===== src/hdl/bms_pkg.sv =====
// Shared types, register codes and helpers of the 3x3 binary majority smoothing block.
package bms_pkg;

  // Widths of the configuration registers.
  localparam int SIZE_W = 8;
  localparam int THR_W  = 4;

  // Register indexes on the configuration port (byte address / 4).
  localparam logic REG_SIZE   = 1'b0;
  localparam logic REG_THRESH = 1'b1;

  // Reset and limit values of the registers.
  localparam logic [SIZE_W-1:0] SIZE_MIN   = 8'd3;
  localparam logic [SIZE_W-1:0] SIZE_RST   = 8'd100;
  localparam logic [THR_W-1:0]  THRESH_RST = 4'd5;

  // Beat kinds carried on the input tuser bit.
  localparam logic ACT_PIXEL = 1'b0;
  localparam logic ACT_FLUSH = 1'b1;

  // Payload widths on the stream ports.
  localparam int IN_DATA_W  = 8;
  localparam int OUT_DATA_W = 16;
  localparam int POS_W      = 7;

  // One shift cell: the original pixel and the smoothed pixel at the same delay.
  typedef struct packed {
    logic orig;
    logic smooth;
  } bms_pair_t;

  // Per-beat decisions of the position controller.
  typedef struct packed {
    logic advance;  // beat is taken into the window and the shift line
    logic emit;     // beat produces a result
    logic inner;    // result pixel is not on the border
    logic last;     // result pixel closes the frame
  } bms_ctl_t;

  // Limit a written image size to the supported range.
  function automatic logic [SIZE_W-1:0] clamp_size(input logic [SIZE_W-1:0] v,
                                                   input logic [SIZE_W-1:0] vmax);
    logic [SIZE_W-1:0] res;
    if (v < SIZE_MIN) begin
      res = SIZE_MIN;
    end else if (v > vmax) begin
      res = vmax;
    end else begin
      res = v;
    end
    return res;
  endfunction

endpackage


===== src/hdl/bms_cell.sv =====
// One cell of the line delay: holds an original and a smoothed pixel and hands them on.
module bms_cell
  import bms_pkg::*;
(
  input  logic      clk,
  input  logic      en,
  input  logic      load_head,
  input  bms_pair_t head_d,
  input  bms_pair_t prev_d,
  output bms_pair_t q
);

  bms_pair_t q_r;
  bms_pair_t q_nxt;

  // The cell at the active line length takes the new pixel, the others shift down.
  always_comb begin
    q_nxt = q_r;
    if (en) begin
      q_nxt = load_head ? head_d : prev_d;
    end
  end

  always_ff @(posedge clk) begin
    q_r <= q_nxt;
  end

  assign q = q_r;

endmodule


===== src/hdl/bms_ctrl.sv =====
// Input and output position counters, frame start and end handling.
module bms_ctrl
  import bms_pkg::*;
#(
  parameter int CNT_W = 8
) (
  input  logic              clk,
  input  logic              rst_n,
  input  logic              fire,
  input  logic              flush,
  input  logic              restart,
  input  logic [SIZE_W-1:0] size,
  output bms_ctl_t          ctl,
  output logic [CNT_W-1:0]  row,
  output logic [CNT_W-1:0]  col
);

  logic [CNT_W-1:0] in_row_r, in_row_nxt;
  logic [CNT_W-1:0] in_col_r, in_col_nxt;
  logic [CNT_W-1:0] out_row_r, out_row_nxt;
  logic [CNT_W-1:0] out_col_r, out_col_nxt;
  logic [CNT_W-1:0] n_m1;
  logic             ignore;
  logic             emit;
  logic             last;

  assign n_m1 = CNT_W'(size) - CNT_W'(1);

  // A flush before the first pixel of a frame is dropped without effect.
  assign ignore = (in_row_r == '0) && (in_col_r == '0) && flush;

  // Results start one row plus one pixel after the frame starts.
  assign emit = (in_row_r >= CNT_W'(2)) || ((in_row_r == CNT_W'(1)) && (in_col_r != '0));
  assign last = (out_row_r == n_m1) && (out_col_r == n_m1);

  assign ctl.advance = fire && !ignore;
  assign ctl.emit    = emit;
  assign ctl.last    = last;
  assign ctl.inner   = (out_row_r != '0) && (out_row_r < n_m1) &&
                       (out_col_r != '0) && (out_col_r < n_m1);

  // Advance the raster counters; a restart or the final result of a frame clears them all.
  always_comb begin
    in_row_nxt  = in_row_r;
    in_col_nxt  = in_col_r;
    out_row_nxt = out_row_r;
    out_col_nxt = out_col_r;
    if (restart || (ctl.advance && emit && last)) begin
      in_row_nxt  = '0;
      in_col_nxt  = '0;
      out_row_nxt = '0;
      out_col_nxt = '0;
    end else if (ctl.advance) begin
      if (in_col_r == n_m1) begin
        in_col_nxt = '0;
        in_row_nxt = in_row_r + CNT_W'(1);
      end else begin
        in_col_nxt = in_col_r + CNT_W'(1);
      end
      if (emit) begin
        if (out_col_r == n_m1) begin
          out_col_nxt = '0;
          out_row_nxt = out_row_r + CNT_W'(1);
        end else begin
          out_col_nxt = out_col_r + CNT_W'(1);
        end
      end
    end
  end

  always_ff @(posedge clk) begin
    if (!rst_n) begin
      in_row_r  <= '0;
      in_col_r  <= '0;
      out_row_r <= '0;
      out_col_r <= '0;
    end else begin
      in_row_r  <= in_row_nxt;
      in_col_r  <= in_col_nxt;
      out_row_r <= out_row_nxt;
      out_col_r <= out_col_nxt;
    end
  end

  assign row = out_row_r;
  assign col = out_col_r;

endmodule


===== src/hdl/bms_vote.sv =====
// Counts the ones of the nine window cells and compares against the threshold.
module bms_vote
  import bms_pkg::*;
(
  input  logic [8:0]       cells,
  input  logic [THR_W-1:0] thresh,
  output logic             vote
);

  logic [THR_W-1:0] cnt;

  // Population count of the window.
  always_comb begin
    cnt = '0;
    for (int i = 0; i < 9; i++) begin
      cnt = cnt + THR_W'(cells[i]);
    end
  end

  assign vote = (cnt >= thresh);

endmodule


===== src/hdl/binary_majority_smoothing_3x3_core.sv =====
// Top level of the 3x3 binary majority smoothing block: config, line delay, window, output.
//
// Pixels enter in raster order, one beat per clock while out_tready keeps the result
// register free, and results leave at the same rate: each accepted beat updates the
// window and shifts the line delay, and the result register passes on the smoothed
// pixel in the next cycle. The result for pixel (r,c) is produced by the input beat
// image_size+1 beats later, so a frame needs image_size+1 flush beats (tuser set)
// after its last pixel; a flush before the first pixel of a frame is dropped. The
// line delay is a chain of MAX_SIZE+1 shift cells (MAX_SIZE capped at 255 for the
// 8-bit size register), each holding an original and a smoothed pixel, which sets
// the largest image side. Writing image_size restarts the frame; no clearing pass is
// needed after reset. Register map: 0x0 image_size (clamped to 3..capped MAX_SIZE), 0x4 vote_threshold.
module binary_majority_smoothing_3x3_core
  import bms_pkg::*;
#(
  parameter int MAX_SIZE = 128
) (
  input  logic                  clk,
  input  logic                  rst_n,
  // Input stream.
  input  logic                  in_tvalid,
  output logic                  in_tready,
  input  logic [IN_DATA_W-1:0]  in_tdata,   // [0] pixel_in, [7:1] zero
  input  logic                  in_tuser,   // [0] action (1 = flush)
  // Result stream.
  output logic                  out_tvalid,
  input  logic                  out_tready,
  output logic [OUT_DATA_W-1:0] out_tdata,  // [0] pixel_out, [7:1] out_row, [14:8] out_col
  output logic                  out_tlast,  // frame_last
  // Configuration port.
  input  logic                  cfg_psel,
  input  logic                  cfg_penable,
  input  logic                  cfg_pwrite,
  input  logic [2:0]            cfg_paddr,
  input  logic [31:0]           cfg_pwdata,
  output logic [31:0]           cfg_prdata,
  output logic                  cfg_pready
);

  localparam int NMAX   = (MAX_SIZE < 255) ? MAX_SIZE : 255;
  localparam int NCELLS = NMAX + 1;
  localparam int CNT_W  = $clog2(NMAX + 2);
  localparam logic [SIZE_W-1:0] SIZE_LIM  = SIZE_W'(NMAX);
  localparam logic [SIZE_W-1:0] SIZE_INIT = (NMAX < 100) ? SIZE_W'(NMAX) : SIZE_RST;

  logic [SIZE_W-1:0] size_r, size_nxt;
  logic [THR_W-1:0]  thresh_r, thresh_nxt;
  logic              cfg_wr;
  logic              restart;
  logic              in_fire;
  logic              flush;
  logic              pix;
  bms_ctl_t          ctl;
  logic [CNT_W-1:0]  row;
  logic [CNT_W-1:0]  col;
  bms_pair_t         head_d;
  bms_pair_t         chain_q [NCELLS];
  logic              d1_r, d1_nxt;
  logic              d2_r, d2_nxt;
  logic              left_r, left_nxt;
  logic [8:0]        cells;
  logic              vote;
  logic              res;
  logic              out_valid_r, out_valid_nxt;
  logic              pix_out_r, pix_out_nxt;
  logic [POS_W-1:0]  row_out_r, row_out_nxt;
  logic [POS_W-1:0]  col_out_r, col_out_nxt;
  logic              last_out_r, last_out_nxt;

  // Configuration writes and readback.
  assign cfg_pready = 1'b1;
  assign cfg_wr     = cfg_psel && cfg_penable && cfg_pwrite && cfg_pready;
  assign restart    = cfg_wr && (cfg_paddr[2] == REG_SIZE);

  always_comb begin
    size_nxt   = size_r;
    thresh_nxt = thresh_r;
    if (cfg_wr) begin
      case (cfg_paddr[2])
        REG_SIZE:   size_nxt   = clamp_size(cfg_pwdata[SIZE_W-1:0], SIZE_LIM);
        REG_THRESH: thresh_nxt = cfg_pwdata[THR_W-1:0];
        default: ;
      endcase
    end
  end

  always_comb begin
    case (cfg_paddr[2])
      REG_SIZE:   cfg_prdata = {{(32-SIZE_W){1'b0}}, size_r};
      REG_THRESH: cfg_prdata = {{(32-THR_W){1'b0}}, thresh_r};
      default:    cfg_prdata = '0;
    endcase
  end

  always_ff @(posedge clk) begin
    if (!rst_n) begin
      size_r   <= SIZE_INIT;
      thresh_r <= THRESH_RST;
    end else begin
      size_r   <= size_nxt;
      thresh_r <= thresh_nxt;
    end
  end

  // Input handshake; the result register frees itself when the consumer takes it.
  assign in_tready = !out_valid_r || out_tready;
  assign in_fire   = in_tvalid && in_tready;
  assign flush     = (in_tuser == ACT_FLUSH);
  assign pix       = in_tdata[0] && !flush;

  bms_ctrl #(
    .CNT_W (CNT_W)
  ) u_ctrl (
    .clk     (clk),
    .rst_n   (rst_n),
    .fire    (in_fire),
    .flush   (flush),
    .restart (restart),
    .size    (size_r),
    .ctl     (ctl),
    .row     (row),
    .col     (col)
  );

  // Line delay: cell 0 holds the beat image_size+1 back, cell 1 image_size, cell 2 one less.
  assign head_d.orig   = pix;
  assign head_d.smooth = res;

  for (genvar i = 0; i < NCELLS; i++) begin : g_cell
    bms_cell u_cell (
      .clk       (clk),
      .en        (ctl.advance),
      .load_head (size_r == SIZE_W'(i)),
      .head_d    (head_d),
      .prev_d    ((i == NCELLS - 1) ? head_d : chain_q[(i + 1) % NCELLS]),
      .q         (chain_q[i])
    );
  end

  // Window: row above smoothed, left smoothed, current and lower rows original.
  assign cells = {chain_q[0].smooth, chain_q[1].smooth, chain_q[2].smooth, left_r,
                  chain_q[0].orig, chain_q[1].orig, d2_r, d1_r, pix};

  bms_vote u_vote (
    .cells  (cells),
    .thresh (thresh_r),
    .vote   (vote)
  );

  // Border pixels keep their original value.
  assign res = ctl.inner ? vote : chain_q[0].orig;

  // Short delays for the lower row and the left neighbor.
  always_comb begin
    d1_nxt   = d1_r;
    d2_nxt   = d2_r;
    left_nxt = left_r;
    if (ctl.advance) begin
      d1_nxt   = pix;
      d2_nxt   = d1_r;
      left_nxt = res;
    end
  end

  always_ff @(posedge clk) begin
    d1_r   <= d1_nxt;
    d2_r   <= d2_nxt;
    left_r <= left_nxt;
  end

  // Result register.
  always_comb begin
    out_valid_nxt = out_valid_r && !out_tready;
    pix_out_nxt   = pix_out_r;
    row_out_nxt   = row_out_r;
    col_out_nxt   = col_out_r;
    last_out_nxt  = last_out_r;
    if (ctl.advance && ctl.emit) begin
      out_valid_nxt = 1'b1;
      pix_out_nxt   = res;
      row_out_nxt   = POS_W'(row);
      col_out_nxt   = POS_W'(col);
      last_out_nxt  = ctl.last;
    end
  end

  always_ff @(posedge clk) begin
    if (!rst_n) begin
      out_valid_r <= 1'b0;
    end else begin
      out_valid_r <= out_valid_nxt;
    end
  end

  always_ff @(posedge clk) begin
    pix_out_r  <= pix_out_nxt;
    row_out_r  <= row_out_nxt;
    col_out_r  <= col_out_nxt;
    last_out_r <= last_out_nxt;
  end

  assign out_tvalid = out_valid_r;
  assign out_tdata  = {1'b0, col_out_r, row_out_r, pix_out_r};
  assign out_tlast  = last_out_r;

endmodule


===== config.mk =====
export PLATFORM = sky130hd
export DESIGN_NAME = binary_majority_smoothing_3x3_core
export DESIGN_NICKNAME = d
export VERILOG_FILES = /design/src/hdl/bms_pkg.sv /design/src/hdl/bms_cell.sv /design/src/hdl/bms_ctrl.sv /design/src/hdl/bms_vote.sv /design/src/hdl/binary_majority_smoothing_3x3_core.sv
export SDC_FILE = /design/constraint.sdc
export NUM_CORES = 1
export LEC_CHECK = 0
export ABC_AREA = 1
export BUFFER_PORTS_ARGS = -buffer_cell sky130_fd_sc_hd__buf_2
export CAP_MARGIN = 15
export CORE_MARGIN = 1.5
export CORE_UTILIZATION = 55
export CTS_CLUSTER_SIZE = 24
export DETAILED_ROUTE_END_ITERATION = 10
export PLACE_DENSITY = 0.84
export SETUP_SLACK_MARGIN = 0.02
export SLEW_MARGIN = 20
export SYNTH_ARGS = -nofsm -noshare
export SYNTH_HDL_FRONTEND = slang
export SYNTH_HIERARCHICAL = 1
export SYNTH_SLANG_ARGS = --single-unit

===== constraint.sdc =====
create_clock -name clk -period 9.05 [get_ports clk]
set_input_delay 0.4525 -clock clk [delete_from_list [all_inputs] [get_ports clk]]
set_output_delay 0.4525 -clock clk [all_outputs]
set_load 0.02 [all_outputs]

==> results of run 1 <==
worst max-delay path, delay by kind of cell (launching register included):
| kind | cells | cell delay, ns |
|---|---|---|
| xor+xnor | 1 | 0.16 |
| fa+ha+maj | 6 | 2.39 |
| buf+inv | 4 | 0.94 |
| flops | 1 | 0.42 |
| mux | 1 | 0.53 |
| simple gates | 5 | 0.48 |
cell type report:
type	instances	area, um^2	share of cell area
multi-input cells	1391	6218	0.3434
well taps	390	488.0	0.02694
clock buffers	51	957.2	0.05285
inverters	224	848.3	0.04684
clock inverters	13	122.6	0.006771
repair buffers	48	256.5	0.01416
flip-flops and latches	322	9219	0.5090
metrics by stage:
step	cells	cell area (um^2)	util	hold WS [ns]	setup WS (ns)
floorplan	1981	16620	-	0.4307	0.6007
global placement	2375	17030	0.5745	0.4374	3.873
detailed placement	2375	17030	0.5745	0.4402	3.867
CTS	2439	18110	0.6109	0.1964	3.919
global route	2439	18110	0.6110	0.2178	3.615
finish	2439	18110	0.6110	0.2015	3.896
state kept, by name, summed over array words and instances, names as in the netlist, 7 cells and up:
| register | cells |
|---|---|
| col_out_r | 7 |
| g_cell.u_cell/q | 258 |
| row_out_r | 7 |
| size_r | 8 |
| u_ctrl/col | 8 |
| u_ctrl/in_col_r | 8 |
| u_ctrl/in_row_r | 8 |
| u_ctrl/row | 8 |
cell families (layout without fill, tap and decap cells):
logic type / count (synthesis) / count (layout) / synth area share
AOI/OAI and AO/OA: 59 / 59 / 0.02233
xor gates and xnor gates: 16 / 16 / 0.009312
adders and majority gates: 38 / 38 / 0.03104
buffers and inverters: 268 / 336 / 0.07207
DFF: 322 / 322 / 0.5578
muxes: 1 / 1 / 0.0006813
other: 2 / 26 / 0.0004544
and+or+nand+nor: 1251 / 1251 / 0.3063
cells in the final DEF, fill, tap and decap left out, types with 6 or more instances in the layout:
cell,Yosys,final
xor2_1,9,9
clkbuf_1,1,15
clkbuf_16,0,36
dfxtp_1,45,45
buf_2,4,43
edfxtp_1,277,277
a21oi_1,20,20
o21ai_0,18,18
nor2_4,5,6
ha_1,33,33
nand4_1,29,29
conb_1,2,26
nand2_1,916,916
xnor2_1,6,6
nor3_1,6,6
a21oi_2,10,10
nor2_2,10,10
inv_1,220,219
nor2_1,199,198
clkinv_1,0,6
nand3_1,62,62
metal layers:
layer | GRT usage | vias up | share of wire
li1 | - | 6289 | -
met1 | 0.3146 | 6170 | 0.40
met2 | 0.4121 | 471 | 0.49
met3 | 0.04651 | 82 | 0.080
met4 | 0.08333 | 0 | 0.027
met5 | 0 | - | 0
worst max path at each step:
stage | depth (start not counted) | endpoint | slack, ns | startpoint
3_5_place_dp | 19 | g_cell[36].u_cell/q[0] | 3.87 | in_tuser
5_1_grt | 17 | g_cell[49].u_cell/q[0] | 3.62 | g_cell[1].u_cell/q[1]
6_report | 17 | g_cell[49].u_cell/q[0] | 3.90 | g_cell[1].u_cell/q[1]
3_3_place_gp | 19 | g_cell[49].u_cell/q[0] | 3.87 | in_tuser
2_1_floorplan | 15 | left_r | 0.60 | in_tdata[0]
4_1_cts | 17 | g_cell[36].u_cell/q[0] | 3.92 | g_cell[1].u_cell/q[1]
report_power, final:
part | internal, mW | switching, mW
clock network | 0.795 | 0.578
registers | 1.72 | 0.0295
logic | 0.0772 | 0.201
total | 2.59 | 0.808
==> results.toml, run 1 <==
[die]
start_util = 0.5576
die_x_um = 176.3
die_area_mm2 = 0.03110
core_mm2 = 0.02964
ios = 103
num_rows = 63
dieHeight_um = 176.3

[sta]
period_needed_ns = 5.154
tightestPinTransition_ns = 0.9461
period_share = 0.5695
finalHoldViolations = 0
fmax_ghz = 0.1940
relSlewSlack = 0.3675
skew_ns = 0.01324
drv_slew = 0
rsz0062_at_grt = "no"
setup_tns_ns = 0
setup_viol = 0

[worst_setup_path]
crit_chain = "fa_1 -> inv_1 -> fa_1 -> fa_1 -> inv_1 -> ha_1 -> fa_1 -> xnor2_1 -> ha_1 -> nand2_1 -> inv_1 -> nand2_1 -> nand3_1 -> mux2_4 -> buf_4 -> nand2_1 -> nand2_1"
worstSetupStartpointType = "flip-flop"
r2r_slack_ns = 3.90
max_stage_delay_ns = 0.79
required_ns = 9.42
crit_slowest_cell = "buf_4"
r2r-start = "g_cell[1].u_cell/q[1]"
arrival_ns = 5.52
end_kind = "flip-flop"
regToRegEndpoint = "g_cell[49].u_cell/q[0]"
r2r_cells = 17
cp_max_fo = 82
critical_path_class = "reg2reg"

[global_routing]
grt_max_degree = 115
grt_pass1_wl_mm = 60.39
grt_usage = 0.2435
antenna_found_initial = 1
grt_pass1_vias = 12480
grt_overflow_total = 0

[synth]
synthTopCellsByCount = "nand2_1 (916), edfxtp_1 (277), inv_1 (220)"
yosysSeqAreaShare = 0.5578
ys_seq_elements = 322
synth_edf_count = 277
avgSynthCellArea_um2 = 8.445
yosysMostFrequentCell = "nand2_1"
synthArstFlopShare = 0
ys.flop_type = "edfxtp_1"
ys_warn_count = 6
yosysTopAreaCellShare = 0.5033
yosysUniqueCellTypes = 44
ys_top_cells_by_area = "edfxtp_1 (50%), nand2_1 (21%), dfxtp_1 (5.5%), inv_1 (5.0%), nor2_1 (4.5%)"
synth_area_mm2 = 0.01653
synth_largest_area_cell = "edfxtp_1"
synth_cells = 1957

[clock_tree]
cts_tree = "built"
postCtsSetupBuffers = 0
clock_sinks = 322
cts_max_level = 2
clk-insertion-delay-late_ns = 0.52
cts_resized = 0
clock-root-buffer = "clkbuf_16"
clkTransAtPathRegs_ns = 0.06
cts_inserted_buffers = 35
clk_path_buf_depth = 3
holdBufCountCts = 0

[min_path]
hp-start = "cfg_pwdata[5]"
min_path_type = "in2reg"
worstHoldEndpoint = "size_r[5]"
hold_depth = 3

[drt]
wl_per_cell_um = 15.38
remaining_drc_errors = 0
ant_nets = 0
drtIter0Drc = 1382
vias = 13010
viasPerCell = 5.335
firstDrtPassIters = 5
wirelength_mm = 37.51

[placed_design]
dp_hpwl_mm = 23.83
routabilityCongestion = 0.9374
io_buffers = 43

[run_status]
status = "complete, no violations"

[power_and_ir_drop]
leakagePower_nw = 7.601
pwr_density_cell_mw_per_mm2 = 187.9
total_power_mw = 3.403
ir_drop_mv = 0.1373

[final_layout]
fin_nets = 2111
area_growth_pct = 9.577
fillCellCount = 2445
drive_above_1_share = 0.06930
antenna_cells = 0

[flow_run]
cap_violations = 0
Note: power is estimated with default switching activity, not from simulation.
==> run 2, diff against run 1 <==
--- a/config.mk
+++ b/config.mk
@@ -9,10 +9,10 @@
 export BUFFER_PORTS_ARGS = -buffer_cell sky130_fd_sc_hd__buf_2
 export CAP_MARGIN = 15
 export CORE_MARGIN = 1.5
-export CORE_UTILIZATION = 55
+export CORE_UTILIZATION = 59
 export CTS_CLUSTER_SIZE = 24
 export DETAILED_ROUTE_END_ITERATION = 10
-export PLACE_DENSITY = 0.84
+export PLACE_DENSITY = 0.86
 export SETUP_SLACK_MARGIN = 0.02
 export SLEW_MARGIN = 20
 export SYNTH_ARGS = -nofsm -noshare
==> constraint.sdc (replaced) <==
create_clock -name clk -period 4.8 [get_ports clk]
set_input_delay 0.24 -clock clk [delete_from_list [all_inputs] [get_ports clk]]
set_output_delay 0.24 -clock clk [all_outputs]
set_load 0.02 [all_outputs]
==> run 2 against run 1 <==
Against the previous run: register-to-register slack worse by 3.6 ns; fmax is 13% higher; sequential share of layout area is 0.13 points lower.
==> results.toml, run 2 (synthesis results as in run 1) <==
[die]
dieHeight_um = 170.4
die_area_mm2 = 0.02902
core_mm2 = 0.02771
die_x_um = 170.4
num_rows = 61
start_util = 0.5965
ios = 103

[worst_setup_path]
r2r_slack_ns = 0.25
critPathBufInv = 4
end_kind = "flip-flop"
regToRegEndpoint = "g_cell[99].u_cell/q[0]"
crit_family = "adder cells"
critical_path_class = "reg2reg"
worstSetupStartpointType = "flip-flop"
r2r-start = "g_cell[1].u_cell/q[1]"
r2r_cells = 17
crit_chain = "fa_1 -> inv_1 -> fa_1 -> fa_1 -> inv_1 -> ha_1 -> fa_1 -> xnor2_1 -> ha_1 -> nand2_1 -> inv_1 -> nand2_1 -> nand3_1 -> mux2_8 -> buf_4 -> nand2_1 -> nand2_1"
crit_slowest_cell = "fa_1"
max_stage_delay_ns = 0.52
arrival_ns = 4.81
cp_max_fo = 41
required_ns = 5.06

[drt]
wirelength_mm = 37.90
wl_per_cell_um = 15.61
remaining_drc_errors = 0
ant_nets = 0
drtIter0Drc = 1422
vias = 13130
firstDrtPassIters = 6
viasPerCell = 5.408

[final_layout]
layout_commonest_cell = "nand2_1"
multi_input_area_mm2 = 0.006230
area_growth_pct = 9.864
drive_above_1_share = 0.07073
fin_nets = 2117
fillCellCount = 2085
layout_common_cells = "nand2_1 (916), edfxtp_1 (277), inv_1 (219)"
antenna_cells = 0
register_area_mm2 = 0.009219
instances_no_fill = 2428
largest_reg_flops = 258
utilization = 0.6554
fin_area_mm2 = 0.01816

[power_and_ir_drop]
leakagePower_nw = 7.639
ir_drop_mv = 0.2456
pwr_density_cell_mw_per_mm2 = 350.7
total_power_mw = 6.368

[global_routing]
grt_max_degree = 161
grtUsageMet2 = 0.4455
grt_overflow_total = 0
grt_usage = 0.2653
top_usage_layer = "met2"
gr-usage-met1 = 0.3438
grt_pass1_wl_mm = 60.60
antenna_found_initial = 0
use_met3 = 0.03837
grt_pass1_vias = 12600

[sta]
timing.hold.ws_ns = 0.02765
setup_tns_ns = 0
period_share = 0.9471
setup_slack_ns = 0.2539
tightestPinTransition_ns = 1.055
rsz0062_at_grt = "no"
finalHoldViolations = 0
relSlewSlack = 0.2970
period_needed_ns = 4.546
setup_viol = 0
drv_slew = 0
fmax_ghz = 0.2200
skew_ns = 0.01516

[clock_tree]
postCtsSetupBuffers = 0
clock-root-buffer = "clkbuf_16"
cts_tree = "built"
clk_path_buf_depth = 3
cts_max_level = 2
cts_inserted_buffers = 35
cts_resized = 0
clock_sinks = 322
clkTransAtPathRegs_ns = 0.06
clk-insertion-delay-late_ns = 0.52

[run_status]
status = "complete, no violations"

[min_path]
worstHoldEndpoint = "size_r[4]"
hp-start = "cfg_pwdata[4]"
hold_depth = 3
min_path_type = "in2reg"

[flow_run]
cap_violations = 0

[placed_design]
dp_hpwl_mm = 23.52
io_buffers = 43
routabilityCongestion = 0.9278
dp_cells = 2365
placed_cell_area_mm2 = 0.01708
post-place-ws_ns = 0.3539
==> run 2: cell count changes in the layout (fill, tap and decap cells not counted), moves of 2 or more <==
| cell | before | now |
|---|---|---|
| clkbuf_1 | 15 | 10 |
| dlygate4sd3_1 | 0 | 4 |
| buf_12 | 0 | 3 |
| inv_6 | 1 | 3 |
==> run 2: layout make-up <==
class | instances | share of cell area
clock inverters | 14 | 0.007098
clock buffers | 45 | 0.05030
multi-input cells | 1391 | 0.3431
repair buffers | 54 | 0.01902
well taps | 378 | 0.02605
inverters | 224 | 0.04672
flip-flops and latches | 322 | 0.5077
==> run 2: worst min-delay path: cells and delay by family <==
| family | cells | cell delay (ns) |
|---|---|---|
| buffers and inverters | 1 | 0.13 |
| AND/OR/NAND/NOR | 1 | 0.07 |
| AO/OA/AOI/OAI | 1 | 0.05 |
==> run 2: report_power, final <==
part | internal [mW] | leakage, nW | switching (mW) | total (mW)
Sequential | 3.25 | 3.00 | 0.0580 | 3.31
Combinational | 0.153 | 4.13 | 0.380 | 0.533
Clock | 1.45 | 0.509 | 1.08 | 2.53
==> run 2: metal layers <==
| metal | routed length [um] | share of wire |
|---|---|---|
| met4 | 1521 | 0.040 |
| met1 | 15080 | 0.40 |
| met2 | 18320 | 0.48 |
| met5 | 0 | 0 |
| met3 | 2967 | 0.078 |
==> run 2: worst max-delay path by stage <==
stage / from / slack [ns] / to / depth (start not counted)
after floorplan: in_tdata[0] / 0.02 / g_cell[128].u_cell/q[0] / 17
after CTS: g_cell[1].u_cell/q[1] / 0.25 / g_cell[99].u_cell/q[0] / 17
after global placement: g_cell[1].u_cell/q[1] / 0.43 / g_cell[114].u_cell/q[0] / 17
after global routing: g_cell[1].u_cell/q[1] / 0.06 / g_cell[117].u_cell/q[0] / 17
final: g_cell[1].u_cell/q[1] / 0.25 / g_cell[99].u_cell/q[0] / 17
after detailed placement: g_cell[1].u_cell/q[1] / 0.35 / g_cell[97].u_cell/q[0] / 17
==> run 2: timing repair <==
| action | CTS | global route |
|---|---|---|
| endpoints found under the setup margin | 0 | 0 |
| hold buffers | 4 | 0 |
| hold endpoints to repair | 4 | 0 |
